<file path="src/afm_pkg.sv">
// Package: types, constants and codes shared by the adaptive frequency model.
`default_nettype none
package afm_pkg;

  localparam int CHAR_COUNT   = 256;
  localparam int SYMBOL_COUNT = 257;
  localparam int FREQ_LIMIT   = 16383;

  localparam int NUM_CELLS = SYMBOL_COUNT + 1;
  localparam int IDX_W     = $clog2(SYMBOL_COUNT + 1);
  localparam int CNT_W     = $clog2(FREQ_LIMIT + 1);
  localparam int CHR_W     = $clog2(CHAR_COUNT + 1);
  localparam int CHAR_W    = 8;

  typedef enum logic [1:0] {
    ACT_UPDATE = 2'd0,
    ACT_LOOKUP = 2'd1,
    ACT_REINIT = 2'd2
  } afm_action_e;

  typedef enum logic [3:0] {
    ST_INIT,
    ST_IDLE,
    ST_LOOK,
    ST_HALVE,
    ST_FIND,
    ST_APPLY,
    ST_READ,
    ST_WR1,
    ST_WR2,
    ST_OUT
  } afm_state_e;

  typedef struct packed {
    logic [1:0]        action;
    logic [8:0]        symbol_index;
    logic [CHAR_W-1:0] char_value;
  } afm_in_t;

  typedef struct packed {
    logic [8:0]  index_out;
    logic [13:0] cum_low;
    logic [13:0] cum_high;
    logic [13:0] total_count;
    logic        bad_request;
  } afm_out_t;

  // One model entry held by a cell.
  typedef struct packed {
    logic [CNT_W-1:0] freq;
    logic [CNT_W-1:0] cum;
    logic [CHR_W-1:0] chr;
  } afm_entry_t;

  typedef struct packed {
    logic shift;
    logic init;
  } afm_cell_ctrl_t;

endpackage
`default_nettype wire

</file>
<file path="src/afm_cell.sv">
// One cell of the model ring: holds the entry for one index position.
`default_nettype none
module afm_cell (
  input  wire logic                    clk_i,
  input  wire afm_pkg::afm_cell_ctrl_t ctrl_i,
  input  wire logic [afm_pkg::IDX_W-1:0] idx_i,
  input  wire afm_pkg::afm_entry_t     ent_i,
  output afm_pkg::afm_entry_t          ent_o
);
  import afm_pkg::*;

  afm_entry_t ent_q, ent_d, init_ent;

  // Fresh model value for this position.
  always_comb begin
    init_ent.freq = (idx_i == '0) ? '0 : CNT_W'(1);
    init_ent.cum  = CNT_W'(SYMBOL_COUNT) - CNT_W'(idx_i);
    init_ent.chr  = (idx_i == '0) ? '0 : CHR_W'(idx_i - IDX_W'(1));
  end

  always_comb begin
    ent_d = ent_q;
    if (ctrl_i.init) begin
      ent_d = init_ent;
    end else if (ctrl_i.shift) begin
      ent_d = ent_i;
    end
  end

  always_ff @(posedge clk_i) begin
    ent_q <= ent_d;
  end

  assign ent_o = ent_q;

endmodule
`default_nettype wire

</file>
<file path="config.mk">
export PLATFORM = sky130hd
export DESIGN_NAME = afm_cell
export DESIGN_NICKNAME = d
export VERILOG_FILES = /design/src/afm_pkg.sv /design/src/afm_cell.sv
export SDC_FILE = /design/constraint.sdc
export NUM_CORES = 1
export LEC_CHECK = 0
export ABC_AREA = 1
export BUFFER_PORTS_ARGS = -buffer_cell sky130_fd_sc_hd__buf_2
export CAP_MARGIN = 0
export CORE_ASPECT_RATIO = 1.2
export CORE_MARGIN = 1
export CORE_UTILIZATION = 50
export CTS_CLUSTER_DIAMETER = 60
export DETAILED_ROUTE_END_ITERATION = 7
export PLACE_DENSITY_LB_ADDON = 0.1
export SLEW_MARGIN = 20
export SYNTH_ARGS = -nofsm -noshare
export SYNTH_HDL_FRONTEND = slang
export SYNTH_SLANG_ARGS = --single-unit
</file>
<file path="constraint.sdc">
create_clock -name clk_i -period 2.35 [get_ports clk_i]
set_input_delay 0.235 -clock clk_i [delete_from_list [all_inputs] [get_ports clk_i]]
set_output_delay 0.235 -clock clk_i [all_outputs]
set_load 0.01 [all_outputs]
</file>
# After elaboration in Yosys (flattened, before gate mapping)
# Cells that the tools add are included.
# totals
register_bits	37
inputBits	49
out_inout_bits	37
elab_cells	11
# classes
add_sub_neg	2
muxes	4
reduce_logical	2
# op_table
cell	n
two-way mux 37 bit	2
subtractor 9 x 9 -> 10 bit (first input constant)	1
zero test 9 bit	1
two-way mux 9 bit	1
subtractor 9 x 1 -> 9 bit (second input constant)	1
nonzero test 2 bit	1
two-way mux 1 bit	1

# Logic depth before layout (Yosys ltp)
# Gate-level depths: netlist of the first run.
# depth
word_depth	3
ltp_mapped	9
ltp_nobuf	9

# Worst setup path after synthesis of the first run
# OpenSTA, ideal clock, no wires.
# synth_path
kind	input port to flip-flop
startpoint	input ctrl_i[0] (netlist name)
endpoint	register ent_q, in the netlist ent_o[0], enable pin
arrival_ps	954
required_ps	1972
slack_ps	1018
path_stages	2
n_path_buf	1
cell_sequence	buf_2 > or2_2
# synth_via
elab_chain_len	1
# synth_lines
item	line	rtl
start: declaration	afm_cell.sv:5	input wire afm_pkg::afm_cell_ctrl_t ctrl_i,
nonzero test 2 bit (no source line)	n/a	
end signal: assignment	afm_cell.sv:31	ent_q <= ent_d;
end: declaration	afm_cell.sv:12	afm_entry_t ent_q, ent_d, init_ent;
# Every way passes these cells.
# A chain may end at the register's enable or synchronous reset.

==> results of run 1 <==
==> cell usage after synthesis, types with 2 or more instances <==
cell type | number | area [um2]
buf_2 | 5 | 25.0
nor2_4 | 3 | 33.8
nand2_1 | 57 | 214
inv_1 | 27 | 101
xor2_1 | 2 | 17.5
nand3_1 | 12 | 60.1
ha_1 | 4 | 50.1
o21ai_2 | 4 | 35.0
o21ai_1 | 3 | 15.0
edfxtp_1 | 37 | 1110
nor2_1 | 20 | 75.1
o21ai_0 | 6 | 30.0
==> routing by layer <==
| metal | track usage (%) | routed length, um |
|---|---|---|
| met5 | 0 | 0 |
| met3 | 5.25 | 244 |
| met2 | 32.8 | 1910 |
| met4 | 8.20 | 61 |
| met1 | 25.0 | 1610 |
==> path summary, 6_finish.rpt <==
check       from                  end  slack [ns]
max     idx_i[1]  ent_o[21]$_DFFE_PP_        1.14
min    ent_i[11]  ent_o[11]$_DFFE_PP_        0.22
==> report_power, final <==
| group | internal (uW) | total (uW) | switching (uW) |
|---|---|---|---|
| sequential | 806 | 821 | 14.5 |
| clock | 205 | 421 | 216 |
| combinational | 111 | 268 | 157 |
| total | 1120 | 1510 | 387 |
==> worst max-delay path, cell delays in order <==
cell and delay, ns:
buf_2 0.10, inv_1 0.15, ha_1 0.22, nand2_1 0.09
nor2_1 0.13, nand3_1 0.13, nand3_2 0.13, nand2_1 0.06
==> final cells by class <==
type,count,area share (%)
Clock buffer,6,3.01
Clock inverter,2,0.415
Inverter,28,4.36
Multi-Input combinational cell,121,26.1
Sequential cell,37,46.1
Tap cell,39,2.02
Timing Repair Buffer,86,18.0
==> per-stage QoR <==
| step | worst slack (ns) | power, uW | utilization, % | instances |
|---|---|---|---|---|
| after floorplan | 1.02 | 976 | - | 191 |
| after global placement | 0.867 | 1100 | 64.6 | 311 |
| after detailed placement | 0.829 | 1110 | 64.6 | 311 |
| after CTS | 1.14 | 1520 | 66.9 | 319 |
| after global routing | 0.998 | 1580 | 66.9 | 319 |
| final | 1.14 | 1510 | 66.9 | 319 |
==> layout by cell type, fill, tap and decap left out, types with 2 or more instances in the layout <==
master / count
clkinv_2: 2
edfxtp_1: 37
nor2_1: 20
nand3_1: 12
xor2_1: 2
o21ai_0: 6
nand2_1: 57
o21ai_1: 3
nor2_4: 3
buf_2: 85
ha_1: 4
inv_1: 27
clkbuf_8: 5
o21ai_2: 4
==> logic make-up (layout without fill, tap and decap cells) <==
logic type	Yosys count	count (layout)
AND/OR/NAND/NOR	98	98
flip-flops	37	37
buffers and inverters	33	122
AO/OA/AOI/OAI	16	16
adder cells (fa/ha/maj)	4	4
XOR/XNOR	3	3
==> results.txt, run 1 <==
DP HPWL: 2800 um
Final setup viols: 0
RSZ-0062 raised after global routing: no
Fillers: 324
First-pass detailed-route iteration total: 7
Simple-gate area share of the yosys netlist: 23.7%
Post-synth ARST share: 0%
Cts hold-fix bufs: 0
Initial antenna violation count: 0
Die Y: 69 um
Final instance area: 0.00241 mm2
Initial DRC count: 52
Routed WL: 3830 um
Vias in the first global route: 1382
Post-synthesis compound-gate area fraction: 5.89%
Max reg flops: 37
WP data arrival: 1.24 ns
Status: finished with violations
Failing checks: DRC
Fmax achieved: 0.829 GHz
Netlist cell types: 23
Overall Global Routing Usage: 20.1%
Multi-input gate area: 629 um2
Post-Synth Adder-Cell Area: 2.68%
Row cnt: 24
Clock tree buffer depth: 2
Largest net degree at the start of global routing: 38
Clock sinks: 37
Flops & latches, synth: 37
Core box area: 0.00360 mm2
Layout Area Growth over Synthesis: 28.8%
Sequential share of the synthesized area: 59.4%
Number of flops mapped to enable cells by yosys: 37
Worst-Margin Slew: 0.856 ns
First-pass GRT wire length: 6150 um
Relative slew slack: 42.9%
Nets@finish: 332
Final Max Tran Viols: 0
Cells after Synth: 191
Worst hold path type: input pin to flop
Initial Utilization: 51.9%
Worst Path Max Fanout: 6
# port buffers: 85
Crit share post-route: 51.4%
Main synth FF type: edfxtp_1
Routed Antenna Nets: 0
Layout cells sized above 1: 38.2%
Leakage: 0.00124 uW
Vias/cell: 4.93
Hold Vio Cnt, Final: 0
Synthesized cell area: 0.00187 mm2
Setup crit end kind: flop
Final hold slack: 0.221 ns
Largest family of logic cells by synthesized area: simple AND/OR/NAND/NOR gates
Post-place instance area: 0.00233 mm2
VDD IR-drop max: 0.400 mV
Post-synthesis mux area share: 0%
PwrDens: 626 mW/mm2
Hold path depth: 3
Avg Cell Area, Syn: 9.79 um2
CP required: 2.39 ns
Die width: 57.8 um
Xor and xnor area share after synthesis: 1.40%
Die area: 0.00399 mm2
Ys Warns: 0
Max-cap viol count: 0
Residual DRC: 7
Setup Crit Path Kind: input pin to flop
Top Ports: 86
Syn_nets: 244
Startpoint Class: input pin
Via count: 1572
Global route overflow: 0
Reg clk slew, reported paths: 0.07 ns
Postcts setup bufs: 0
Post-CTS Resized: 0
Flip-flop and latch area: 0.00111 mm2
Tmin final: 1.21 ns
CTS tree: done
Wire per inst: 12.0 um
ANT cells: 0
Cts bufs inserted: 5
Final setup TNS: 0 ns
H-tree level count: 2
GP Congestion: 0.887
CTS root buf: clkbuf_8
Note: power is estimated with default switching activity, not from simulation.
==> inputs of run 2 (changes only) <==
Settings changed: ABC_AREA 1 to 0, CORE_UTILIZATION 50 to 46.
Clock period 2.35 ns to 1.14 ns, I/O delays scaled along.
==> run 2 against run 1 <==
Compared with the run above: the run ends with setup timing left; critical path depth down 2; routed wire length up 26%; power up 120%; combinational power rose to 2.7 times the previous value; non-clock buffer count grew 29; setup slack lost 1.2 ns; clock power up 110%; hold slack got worse by 0.12 ns; core utilization up 9.2 points; critical path type unchanged; critical endpoint is now ent_o[8]$_DFFE_PP_.
==> results.txt, run 2 <==
Final Max Tran Viols: 0 (unchanged)
Reg clk slew, reported paths: 0.07 ns (about the same)
Residual DRC: 0 (-7)
ANT cells: 0 (unchanged)
Worst setup margin: -0.0849 ns (-1.23 ns)
Largest net degree at the start of global routing: 38 (unchanged)
Die area: 0.00421 mm2 (+5.5%)
Netlist cell types: 36 (+57%)
Fmax achieved: 0.816 GHz
Vias/cell: 5.09 (+3.2%)
Hold Vio Cnt, Final: 0 (unchanged)
VDD IR-drop max: 0.720 mV (+80%)
GP Congestion: 0.894 (+0.77%)
Die width: 59.4 um (+2.7%)
Post-synth ARST share: 0% (unchanged)
Startpoint Class: input pin
CTS tree: done
Switch share: 26.3% (+0.63 points)
Count leader, synth: edfxtp_1
First-pass GRT wire length: 6770 um (+10%)
Vias in the first global route: 1584 (+15%)
Critical path's slowest cell: or4b_4
Worst-Margin Slew: 0.514 ns (-0.342 ns)
Core box area: 0.00369 mm2 (+2.5%)
Fillers: 263 (-19%)
Worst path max stage delay: 0.50 ns (+0.28 ns)
Row cnt: 24 (unchanged)
Worst hold path type: input pin to flop
Initial Utilization: 49.3% (-2.7 points)
Routed Antenna Nets: 0 (unchanged)
Cells after Synth: 143 (-25%)
Final setup viols: 9 (+9)
WP data arrival: 1.25 ns (about the same)
Clock sinks: 37 (unchanged)
Cts bufs inserted: 5 (unchanged)
Sequential share of power: 51.2% (-3.2 points)
Clock tree buffer depth: 2 (unchanged)
Layout cells sized above 1: 59.5% (+21 points)
CP required: 1.17 ns (-1.22 ns)
First-pass detailed-route iteration total: 4 (-3)
Post-synth top area share: 61.1% (+1.7 points)
Die Y: 70.9 um (+2.7%)
Commonest cells after routing, fill and taps aside: 80 x buf_2, 37 x edfxtp_1, 28 x buf_4, 13 x nor2b_1, 7 x inv_1
Power consumption: 3310 uW (+120%)
Initial antenna violation count: 0 (unchanged)
Most common cell after layout, fill and taps aside: buf_2
Syn_nets: 196 (-20%)
Max-cap viol count: 0 (unchanged)
Overall Global Routing Usage: 21.6% (+1.5 points)
RSZ-0062 raised after global routing: yes
Power share of the clock group: 27.3% (-0.6 points)
Nets@finish: 309 (-6.9%)
DP HPWL: 3040 um (+8.5%)
Psw: 869 uW (+120%)
Cts hold-fix bufs: 0 (unchanged)
CTS root buf: clkbuf_8
Setup crit end kind: flop
Max reg flops: 37 (unchanged)
Number of flops mapped to enable cells by yosys: 37 (unchanged)
Setup Crit Path Kind: input pin to flop
H-tree level count: 2 (unchanged)
Initial DRC count: 51 (-1.9%)
Top Ports: 86 (unchanged)
Worst Path Max Fanout: 4 (-2)
Worst path cell trace: buf_8 > clkinv_8 > ha_4 > or4b_4 > o21ai_4 > a22oi_2
Main synth FF type: edfxtp_1
Commonest cells post-synth: 37 x edfxtp_1, 13 x nor2b_1, 10 x inv_1, 9 x o21ai_0
Pre-CTS setup slack: -0.529 ns (-1.36 ns)
Relative slew slack: 65.7% (+23 points)
Global route overflow: 0 (unchanged)
Wire per inst: 15.6 um (+30%)
Status: finished with violations
Cell-internal power: 2440 uW (+120%)
Cell taking the most area after synthesis: edfxtp_1
Flops & latches, synth: 37 (unchanged)
Synthesized cell area: 0.00182 mm2 (-2.7%)
Crit share post-route: 107%
Layout Area Growth over Synthesis: 54.5%
Ys Warns: 0 (unchanged)
Tmin final: 1.22 ns
Sequential share of the synthesized area: 61.1% (+1.7 points)
PwrDens: 1180 mW/mm2 (+88%)
Failing checks: setup timing
Via count: 1572 (unchanged)
# port buffers: 85 (unchanged)
Combinational power share: 21.5% (+3.8 points)
Dominant cells by area after synthesis: edfxtp_1 61%, nor2b_1 4.5%, mux2_2 3.1%
Avg Cell Area, Syn: 12.7 um2 (+30%)
Leakage: 0.00121 uW (-2.8%)
Routed WL: 4810 um (+26%)
-- run 2: area by class of cell --
class | count | area [um2] | share of cell area, %
clock inverter | 3 | 17.5 | 0.623
clock buffer | 5 | 68.8 | 2.45
multi-input combinational | 87 | 782 | 27.8
sequential | 37 | 1110 | 39.5
timing repair buffer | 115 | 706 | 25.1
tap | 52 | 65.1 | 2.32
inverter | 10 | 60.1 | 2.14
-- run 2: critical path: cells and delay by family --
kind	cells	cell delay, ns
AO/OA/AOI/OAI	2	0.36
adder cells (fa/ha/maj)	1	0.11
buffers and inverters	2	0.17
AND/OR/NAND/NOR	1	0.50
-- run 2: per-layer routing --
metal  wire length, um  global-route usage, %
met1              1760                   22.8
met2              2710                   38.1
met3               229                   6.22
met4               103                   10.8
met5                 0                      0
-- run 2: path summary, 6_finish.rpt --
| check | from | to | slack, ns | cells after the start |
|---|---|---|---|---|
| min | ent_i[16] | ent_o[16]$_DFFE_PP_ | 0.1 | 3 |
| max | idx_i[1] | ent_o[8]$_DFFE_PP_ | -0.08 | 6 |
-- run 2: repair_timing --
action,4_1_cts,5_1_grt
resized for setup,26,20
pin swaps,6,14
setup buffers,2,5
setup endpoints to repair,17,17
-- run 2: cell families after synthesis --
family / after synthesis / share of synthesized area, %
multiplexers: 5 / 3.09
XOR/XNOR: 6 / 2.89
AO/OA/AOI/OAI: 32 / 13.1
AND/OR/NAND/NOR: 40 / 12.6
buffers and inverters: 19 / 4.47
flip-flops: 37 / 61.1
adder cells (fa/ha/maj): 4 / 2.75
-- run 2: per-stage QoR --
step | hold slack, ns | area [um2] | setup TNS, ns | cells | util [%]
floorplan | 0.304 | 1880 | -4.51 | 143 | -
global placement | 0.392 | 2460 | -7.48 | 294 | 66.6
detailed placement | 0.398 | 2460 | -8.25 | 294 | 66.6
CTS | 0.0956 | 2670 | -0.243 | 304 | 72.4
global route | 0.101 | 2810 | -0.497 | 309 | 76.1
finish | 0.0994 | 2810 | -0.347 | 309 | 76.1
-- run 2: power by group through the flow --
stage	Clock [uW]	Combinational, uW	Sequential (uW)
floorplan	0	212	1810
global placement	0	590	1720
detailed placement	0	603	1720
CTS	917	652	1690
global route	963	764	1710
finish	901	712	1690
